$ cat src/rtl/core/ipw_pkg.sv
// Shared types and constants for the wrapping integer power block.
// Used by the exponent cell chain and the top level; depends on nothing else.
`default_nettype none

package ipw_pkg;

    // Default operand width in bits
    localparam int DATA_WIDTH_DEF = 32;

    typedef enum logic [0:0] {
        IPW_IDLE,
        IPW_RUN
    } ipw_state_t;

    // Control shared by every cell of the exponent chain
    typedef struct packed {
        logic load;
        logic advance;
    } ipw_cell_ctrl_t;

    // What one cell hands to its lower neighbour
    typedef struct packed {
        logic live;
        logic ebit;
    } ipw_link_t;

endpackage

`default_nettype wire

$ cat src/rtl/core/ipw_cell.sv
// One cell of the exponent chain: holds one exponent bit and a live mark.
// Depends on ipw_pkg for the control and link structs.
`default_nettype none

module ipw_cell (
    input  wire logic                    aclk,
    input  wire logic                    aresetn,
    input  wire ipw_pkg::ipw_cell_ctrl_t ctrl,
    input  wire logic                    load_bit,
    input  wire ipw_pkg::ipw_link_t      from_next,
    output ipw_pkg::ipw_link_t           link_out
);

    logic live_reg;
    logic ebit_reg;

    always_ff @(posedge aclk) begin
        if (!aresetn) begin
            live_reg <= 1'b0;
        end else if (ctrl.load) begin
            live_reg <= 1'b1;
        end else if (ctrl.advance) begin
            live_reg <= from_next.live;
        end
    end

    always_ff @(posedge aclk) begin
        if (ctrl.load) begin
            ebit_reg <= load_bit;
        end else if (ctrl.advance) begin
            ebit_reg <= from_next.ebit;
        end
    end

    assign link_out.live = live_reg;
    assign link_out.ebit = ebit_reg;

endmodule

`default_nettype wire

$ cat src/rtl/core/ipw_wrap_mul.sv
// Wrapping multiplier: low DATA_WIDTH bits of a product, built from three
// half-width partial products. No package dependency.
`default_nettype none

module ipw_wrap_mul #(
    parameter int DATA_WIDTH = 32
) (
    input  wire logic [DATA_WIDTH-1:0] op_a,
    input  wire logic [DATA_WIDTH-1:0] op_b,
    output logic      [DATA_WIDTH-1:0] product
);

    localparam int HALF = (DATA_WIDTH + 1) / 2;
    localparam int UPPER = DATA_WIDTH - HALF;

    logic [HALF-1:0]       a_lo;
    logic [HALF-1:0]       b_lo;
    logic [UPPER-1:0]      a_hi;
    logic [UPPER-1:0]      b_hi;
    logic [2*HALF-1:0]     prod_ll;
    logic [DATA_WIDTH-1:0] prod_lh;
    logic [DATA_WIDTH-1:0] prod_hl;
    logic [UPPER-1:0]      cross_sum;

    assign a_lo = op_a[HALF-1:0];
    assign b_lo = op_b[HALF-1:0];
    assign a_hi = op_a[DATA_WIDTH-1:HALF];
    assign b_hi = op_b[DATA_WIDTH-1:HALF];

    // high-by-high term lands wholly above the kept bits: drop it
    assign prod_ll   = (2*HALF)'(a_lo) * (2*HALF)'(b_lo);
    assign prod_lh   = DATA_WIDTH'(a_lo) * DATA_WIDTH'(b_hi);
    assign prod_hl   = DATA_WIDTH'(a_hi) * DATA_WIDTH'(b_lo);
    assign cross_sum = prod_lh[UPPER-1:0] + prod_hl[UPPER-1:0];

    assign product = prod_ll[DATA_WIDTH-1:0] + {cross_sum, {HALF{1'b0}}};

endmodule

`default_nettype wire

$ cat src/rtl/core/integer_power_wrap32.sv
// Wrapping integer power: base ** exponent modulo 2**DATA_WIDTH.
//
// Input channel s_*: one item carries base and exponent. Output channel m_*:
// one item carries the power. Each accepted item gives exactly one result.
// The exponent is loaded into a chain of DATA_WIDTH cells that shifts one bit
// a cycle towards the square-and-multiply step, lowest bit first; a live mark
// travels with the bits and ends the run when the chain is empty.
// s_tready is high only while no item is in the chain; an item may be taken
// while the previous result still waits in the output register.
// When the receiver stalls, a finished result is held in the accumulator
// until the output register frees, and no new item is accepted meanwhile.
// Reset (aresetn low, synchronous) empties the chain and the output register.
// Depends on ipw_pkg, ipw_cell and ipw_wrap_mul.
`default_nettype none

module integer_power_wrap32 #(
    parameter int DATA_WIDTH = ipw_pkg::DATA_WIDTH_DEF
) (
    input  wire logic                                  aclk,
    input  wire logic                                  aresetn,
    input  wire logic                                  s_tvalid,
    output logic                                       s_tready,
    // base [DATA_WIDTH-1:0], exponent [2*DATA_WIDTH-1:DATA_WIDTH]
    input  wire logic [((2*DATA_WIDTH+7)/8)*8-1:0]     s_tdata,
    output logic                                       m_tvalid,
    input  wire logic                                  m_tready,
    // power [DATA_WIDTH-1:0]
    output logic      [((DATA_WIDTH+7)/8)*8-1:0]       m_tdata
);

    import ipw_pkg::*;

    localparam int M_TDATA_W = ((DATA_WIDTH + 7) / 8) * 8;

    ipw_state_t            state_reg, state_next;
    logic                  m_valid_reg, m_valid_next;
    logic [DATA_WIDTH-1:0] power_reg;
    logic [DATA_WIDTH-1:0] acc_reg, acc_next;
    logic [DATA_WIDTH-1:0] sq_reg, sq_next;

    logic [DATA_WIDTH-1:0] base;
    logic [DATA_WIDTH-1:0] exponent;
    logic [DATA_WIDTH-1:0] mul_acc;
    logic [DATA_WIDTH-1:0] mul_sq;

    logic                  accept;
    logic                  step_en;
    logic                  finish;
    ipw_cell_ctrl_t        cell_ctrl;
    ipw_link_t             chain_in  [DATA_WIDTH];
    ipw_link_t             chain_out [DATA_WIDTH];

    assign base     = s_tdata[DATA_WIDTH-1:0];
    assign exponent = s_tdata[2*DATA_WIDTH-1:DATA_WIDTH];

    assign s_tready = (state_reg == IPW_IDLE);
    assign accept   = s_tvalid && s_tready;

    assign cell_ctrl.load    = accept;
    assign cell_ctrl.advance = (state_reg == IPW_RUN);

    // Exponent chain: cell i takes its neighbour's bit; the top cell takes empty
    for (genvar i = 0; i < DATA_WIDTH; i++) begin : g_chain
        if (i == DATA_WIDTH - 1) begin : g_top
            assign chain_in[i] = '{live: 1'b0, ebit: 1'b0};
        end else begin : g_mid
            assign chain_in[i] = chain_out[i+1];
        end

        ipw_cell u_cell (
            .aclk      (aclk),
            .aresetn   (aresetn),
            .ctrl      (cell_ctrl),
            .load_bit  (exponent[i]),
            .from_next (chain_in[i]),
            .link_out  (chain_out[i])
        );
    end

    ipw_wrap_mul #(.DATA_WIDTH(DATA_WIDTH)) u_mul_acc (
        .op_a    (acc_reg),
        .op_b    (sq_reg),
        .product (mul_acc)
    );

    ipw_wrap_mul #(.DATA_WIDTH(DATA_WIDTH)) u_mul_sq (
        .op_a    (sq_reg),
        .op_b    (sq_reg),
        .product (mul_sq)
    );

    assign step_en = (state_reg == IPW_RUN) && chain_out[0].live;
    assign finish  = (state_reg == IPW_RUN) && !chain_out[0].live
                     && (!m_valid_reg || m_tready);

    always_comb begin
        state_next   = state_reg;
        m_valid_next = m_valid_reg;
        acc_next     = acc_reg;
        sq_next      = sq_reg;

        unique case (state_reg)
            IPW_IDLE: begin
                if (accept) begin
                    state_next = IPW_RUN;
                    acc_next   = DATA_WIDTH'(1);
                    sq_next    = base;
                end
            end
            IPW_RUN: begin
                if (step_en) begin
                    // multiply in the current square where this bit is set
                    if (chain_out[0].ebit) begin
                        acc_next = mul_acc;
                    end
                    sq_next = mul_sq;
                end
                if (finish) begin
                    state_next = IPW_IDLE;
                end
            end
            default: begin
                state_next = IPW_IDLE;
            end
        endcase

        if (finish) begin
            m_valid_next = 1'b1;
        end else if (m_tready) begin
            m_valid_next = 1'b0;
        end
    end

    always_ff @(posedge aclk) begin
        if (!aresetn) begin
            state_reg   <= IPW_IDLE;
            m_valid_reg <= 1'b0;
        end else begin
            state_reg   <= state_next;
            m_valid_reg <= m_valid_next;
        end
    end

    always_ff @(posedge aclk) begin
        acc_reg <= acc_next;
        sq_reg  <= sq_next;
        if (finish) begin
            power_reg <= acc_reg;
        end
    end

    assign m_tvalid = m_valid_reg;
    assign m_tdata  = M_TDATA_W'(power_reg);

endmodule

`default_nettype wire

$ cat config.mk
export PLATFORM = sky130hd
export DESIGN_NAME = integer_power_wrap32
export DESIGN_NICKNAME = d
export VERILOG_FILES = /design/src/rtl/core/ipw_pkg.sv /design/src/rtl/core/ipw_cell.sv /design/src/rtl/core/ipw_wrap_mul.sv /design/src/rtl/core/integer_power_wrap32.sv
export SDC_FILE = /design/constraint.sdc
export NUM_CORES = 2
export LEC_CHECK = 0
export BUFFER_PORTS_ARGS = -buffer_cell sky130_fd_sc_hd__buf_2
export CAP_MARGIN = 25
export CELL_PAD_IN_SITES_DETAIL_PLACEMENT = 1
export CELL_PAD_IN_SITES_GLOBAL_PLACEMENT = 1
export CORE_UTILIZATION = 47
export CTS_CLUSTER_DIAMETER = 60
export DETAILED_ROUTE_END_ITERATION = 16
export PLACE_DENSITY_LB_ADDON = 0.12
export SLEW_MARGIN = 15
export SYNTH_ARGS = -nofsm -noshare
export SYNTH_HDL_FRONTEND = slang
export SYNTH_SLANG_ARGS = --single-unit
$ cat constraint.sdc
create_clock -name aclk -period 8.1 [get_ports aclk]
set_clock_uncertainty 0.15 [all_clocks]
set_input_delay 0.81 -clock aclk [delete_from_list [all_inputs] [get_ports aclk]]
set_output_delay 0.81 -clock aclk [all_outputs]
set_load 0.01 [all_outputs]
==> impl_metrics.env <==
export IMPL_status="finished, violations left"
export IMPL_violations="setup timing"
export IMPL_seqCellArea_mm2=0.00453
export IMPL_crit_buf_inv=12
export IMPL_clk_latency_ns=0.52
export IMPL_syn_avg_cell_area_um2=9.36
export IMPL_ys_types=61
export IMPL_die_x_um=271
export IMPL_ios=102
export IMPL_setup_slack_ns=-0.526
export IMPL_hold_viol=0
export IMPL_rsz0062_at_grt="true"
export IMPL_cts_max_level=4
export IMPL_ys_seq_area_frac=0.133
export IMPL_cp_required_ns=8.23
export IMPL_start_kind="flip-flop"
export IMPL_cts_buffers=17
export IMPL_clockBufferDepth=2
export IMPL_end_kind="flip-flop"
export IMPL_die_h_um=271
export IMPL_dp_hpwl_um=89400
export IMPL_cp_slowest_stage_delay_ns=0.56
export IMPL_worstSetupPathDepth=33
export IMPL_multi_input_area_mm2=0.0263
export IMPL_min_period_over_period=1.06
export IMPL_core_area_mm2=0.0716
export IMPL_root_buffer="clkbuf_16"
export IMPL_cts_sinks=162
export IMPL_nets=4915
export IMPL_cp_top_family="adder cells"
export IMPL_post_route_drc_count=0
export IMPL_grt_max_degree=45
export IMPL_n_fill_cell=8183
export IMPL_portBuffers=101
export IMPL_setup_viol=8
export IMPL_synth_cells=3646
export IMPL_r2r_setup_slack_ns=-0.53
export IMPL_cts_tree="built"
export IMPL_maxCapViolations=0
export IMPL_yosysWarnings=0
export IMPL_drt_wl_total_um=111000
export IMPL_grt_overflow=0
export IMPL_critPathLaunch="sq_reg[20]$_DFFE_PP_"
export IMPL_syn_num_nets=4704
export IMPL_slew_headroom=0.441
export IMPL_hp_class="flip-flop to flip-flop"
export IMPL_post_place_ws_ns=-0.614
export IMPL_synth_edf_count=128
export IMPL_dr_first_iter_drc_count=1377
export IMPL_async_flop_share=0
export IMPL_track_usage=0.313
export IMPL_min_from="g_chain[11].u_cell.live_reg$_SDFFE_PN0P_"
export IMPL_drv_slew=0
export IMPL_clkTransAtPathRegs_ns=0.09
export IMPL_timing_rr_start="sq_reg[20]$_DFFE_PP_"
export IMPL_hold_ws_ns=0.341
export IMPL_arrival_ns=8.76
export IMPL_vias=25500
export IMPL_grt_pass1_wl_um=173000
export IMPL_antenna_cells=0
export IMPL_gp_congestion=0.936
export IMPL_critPathSlowestCell="fa_1"
export IMPL_path_class="flip-flop to flip-flop"
export IMPL_antenna_found_initial=4
export IMPL_synth_seq_cells=162
export IMPL_firstDrtPassIters=5
export IMPL_crit_fanout=3
export IMPL_via_per_inst=5.30
export IMPL_synth_cell_area_mm2=0.0341
export IMPL_grt_pass1_vias=29500
export IMPL_reg2reg_depth=33
export IMPL_crit_path_frequent_cell="fa_1"
export IMPL_tns_ns=-2.59
export IMPL_rows=98
export IMPL_die_area_mm2=0.0737
export IMPL_worst_slew_pin_slew_ns=0.838
export IMPL_ys_flop_type="edfxtp_1"
export IMPL_wire_per_inst_um=23.0
export IMPL_antenna_left=0
export IMPL_area_growth_pct=13.4
export IMPL_holdPathStages=2
export IMPL_layout_drive_gt1_share=0.146
export IMPL_start_util=0.477
export IMPL_max_freq_ghz=0.116
export IMPL_period_minus_slack_ns=8.63
-- cells in the mapped netlist (all sizes together), types with 49 or more instances --
cell	number	area share
fa	639	0.37
xnor2	117	0.030
edfxtp	128	0.11
a21oi	49	0.0072
clkbuf	169	0.019
ha	351	0.13
o21ai	65	0.0096
nand2	431	0.047
mux2	53	0.017
nor2	96	0.011
inv	870	0.096
a21o	52	0.011
and2	369	0.068
-- per-layer routing --
layer / global-route usage / up-vias / part of all wire
met4: 0.109 / 2 / 0.039
met2: 0.539 / 619 / 0.49
li1: - / 11300 / -
met3: 0.0379 / 175 / 0.044
met5: 0 / - / 0.000081
met1: 0.406 / 13400 / 0.42
-- repair_timing --
item / CTS / global route
endpoints found under the hold margin: 0 / 0
resized for setup: 80 / 56
cloned: 1 / 0
hold buffers: 0 / 0
pin swaps: 64 / 48
endpoints found under the setup margin: 10 / 12
setup buffers: 11 / 17
-- logic make-up (layout without fill, tap and decap cells) --
kind of cell / Yosys count / in the layout / share of synthesized area
xor gates and xnor gates: 163 / 163 / 0.0422
AOI/OAI and AO/OA: 239 / 239 / 0.0471
DFF: 162 / 162 / 0.133
muxes: 54 / 54 / 0.0178
adders and majority gates: 990 / 990 / 0.503
and+or+nand+nor: 993 / 993 / 0.142
buffers and inverters: 1045 / 1269 / 0.115
-- final timing paths --
| kind | end |
|---|---|
| max | acc_reg[31]$_SDFFCE_PN0P_ |
| min | g_chain[11].u_cell.live_reg$_SDFFE_PN0P_ |
| max reg2reg | acc_reg[31]$_SDFFCE_PN0P_ |
| min reg2reg | g_chain[11].u_cell.live_reg$_SDFFE_PN0P_ |
-- worst reg2reg max path: cells and delay by family (launching register included) --
kind | cells | cell delay [ns]
buf+inv | 12 | 0.89
simple gates | 2 | 0.27
fa+ha+maj | 13 | 5.19
xor+xnor | 2 | 0.64
compound gates | 4 | 0.83
flops | 1 | 0.43
-- layout make-up --
cell class | count | share of cell area
multi-input combinational | 2439 | 0.680
sequential | 162 | 0.117
inverter | 870 | 0.0844
timing repair buffer | 367 | 0.0716
tap | 950 | 0.0307
clock buffer | 18 | 0.0116
clock inverter | 14 | 0.00459
-- layout by cell type (no fill, tap or decap), types with 6 or more instances in the layout --
master,synthesis,routed
o21ai_0,62,54
xor2_1,45,43
xnor2_1,117,110
buf_2,1,101
nand2_1,431,427
nor2_1,96,95
nand2b_1,10,10
and2_1,369,365
ha_4,0,21
ha_1,351,325
o21ai_1,2,6
buf_4,0,229
a21oi_1,49,38
nand3_1,11,9
buf_12,0,12
fa_1,639,636
edfxtp_1,128,128
inv_2,0,15
o21a_1,12,12
clkbuf_16,0,18
clkinv_8,0,6
and3_1,7,7
o21bai_1,8,7
buf_6,0,23
nor3_1,39,38
mux2_2,53,53
inv_1,870,855
dfxtp_1,34,33
a21o_1,52,52
nor2b_1,10,8
a21oi_2,0,7
-- per-stage QoR --
| stage | utilization | instances | instance area, um^2 |
|---|---|---|---|
| finish | 0.541 | 4820 | 38700 |
| global route | 0.541 | 4820 | 38700 |
| global placement | 0.520 | 4762 | 37200 |
| CTS | 0.535 | 4804 | 38300 |
| floorplan | - | 3646 | 34200 |
| detailed placement | 0.520 | 4762 | 37200 |
Power is not shown: default switching activity piles up to over one toggle a cycle in this logic, so the estimate is an artifact.
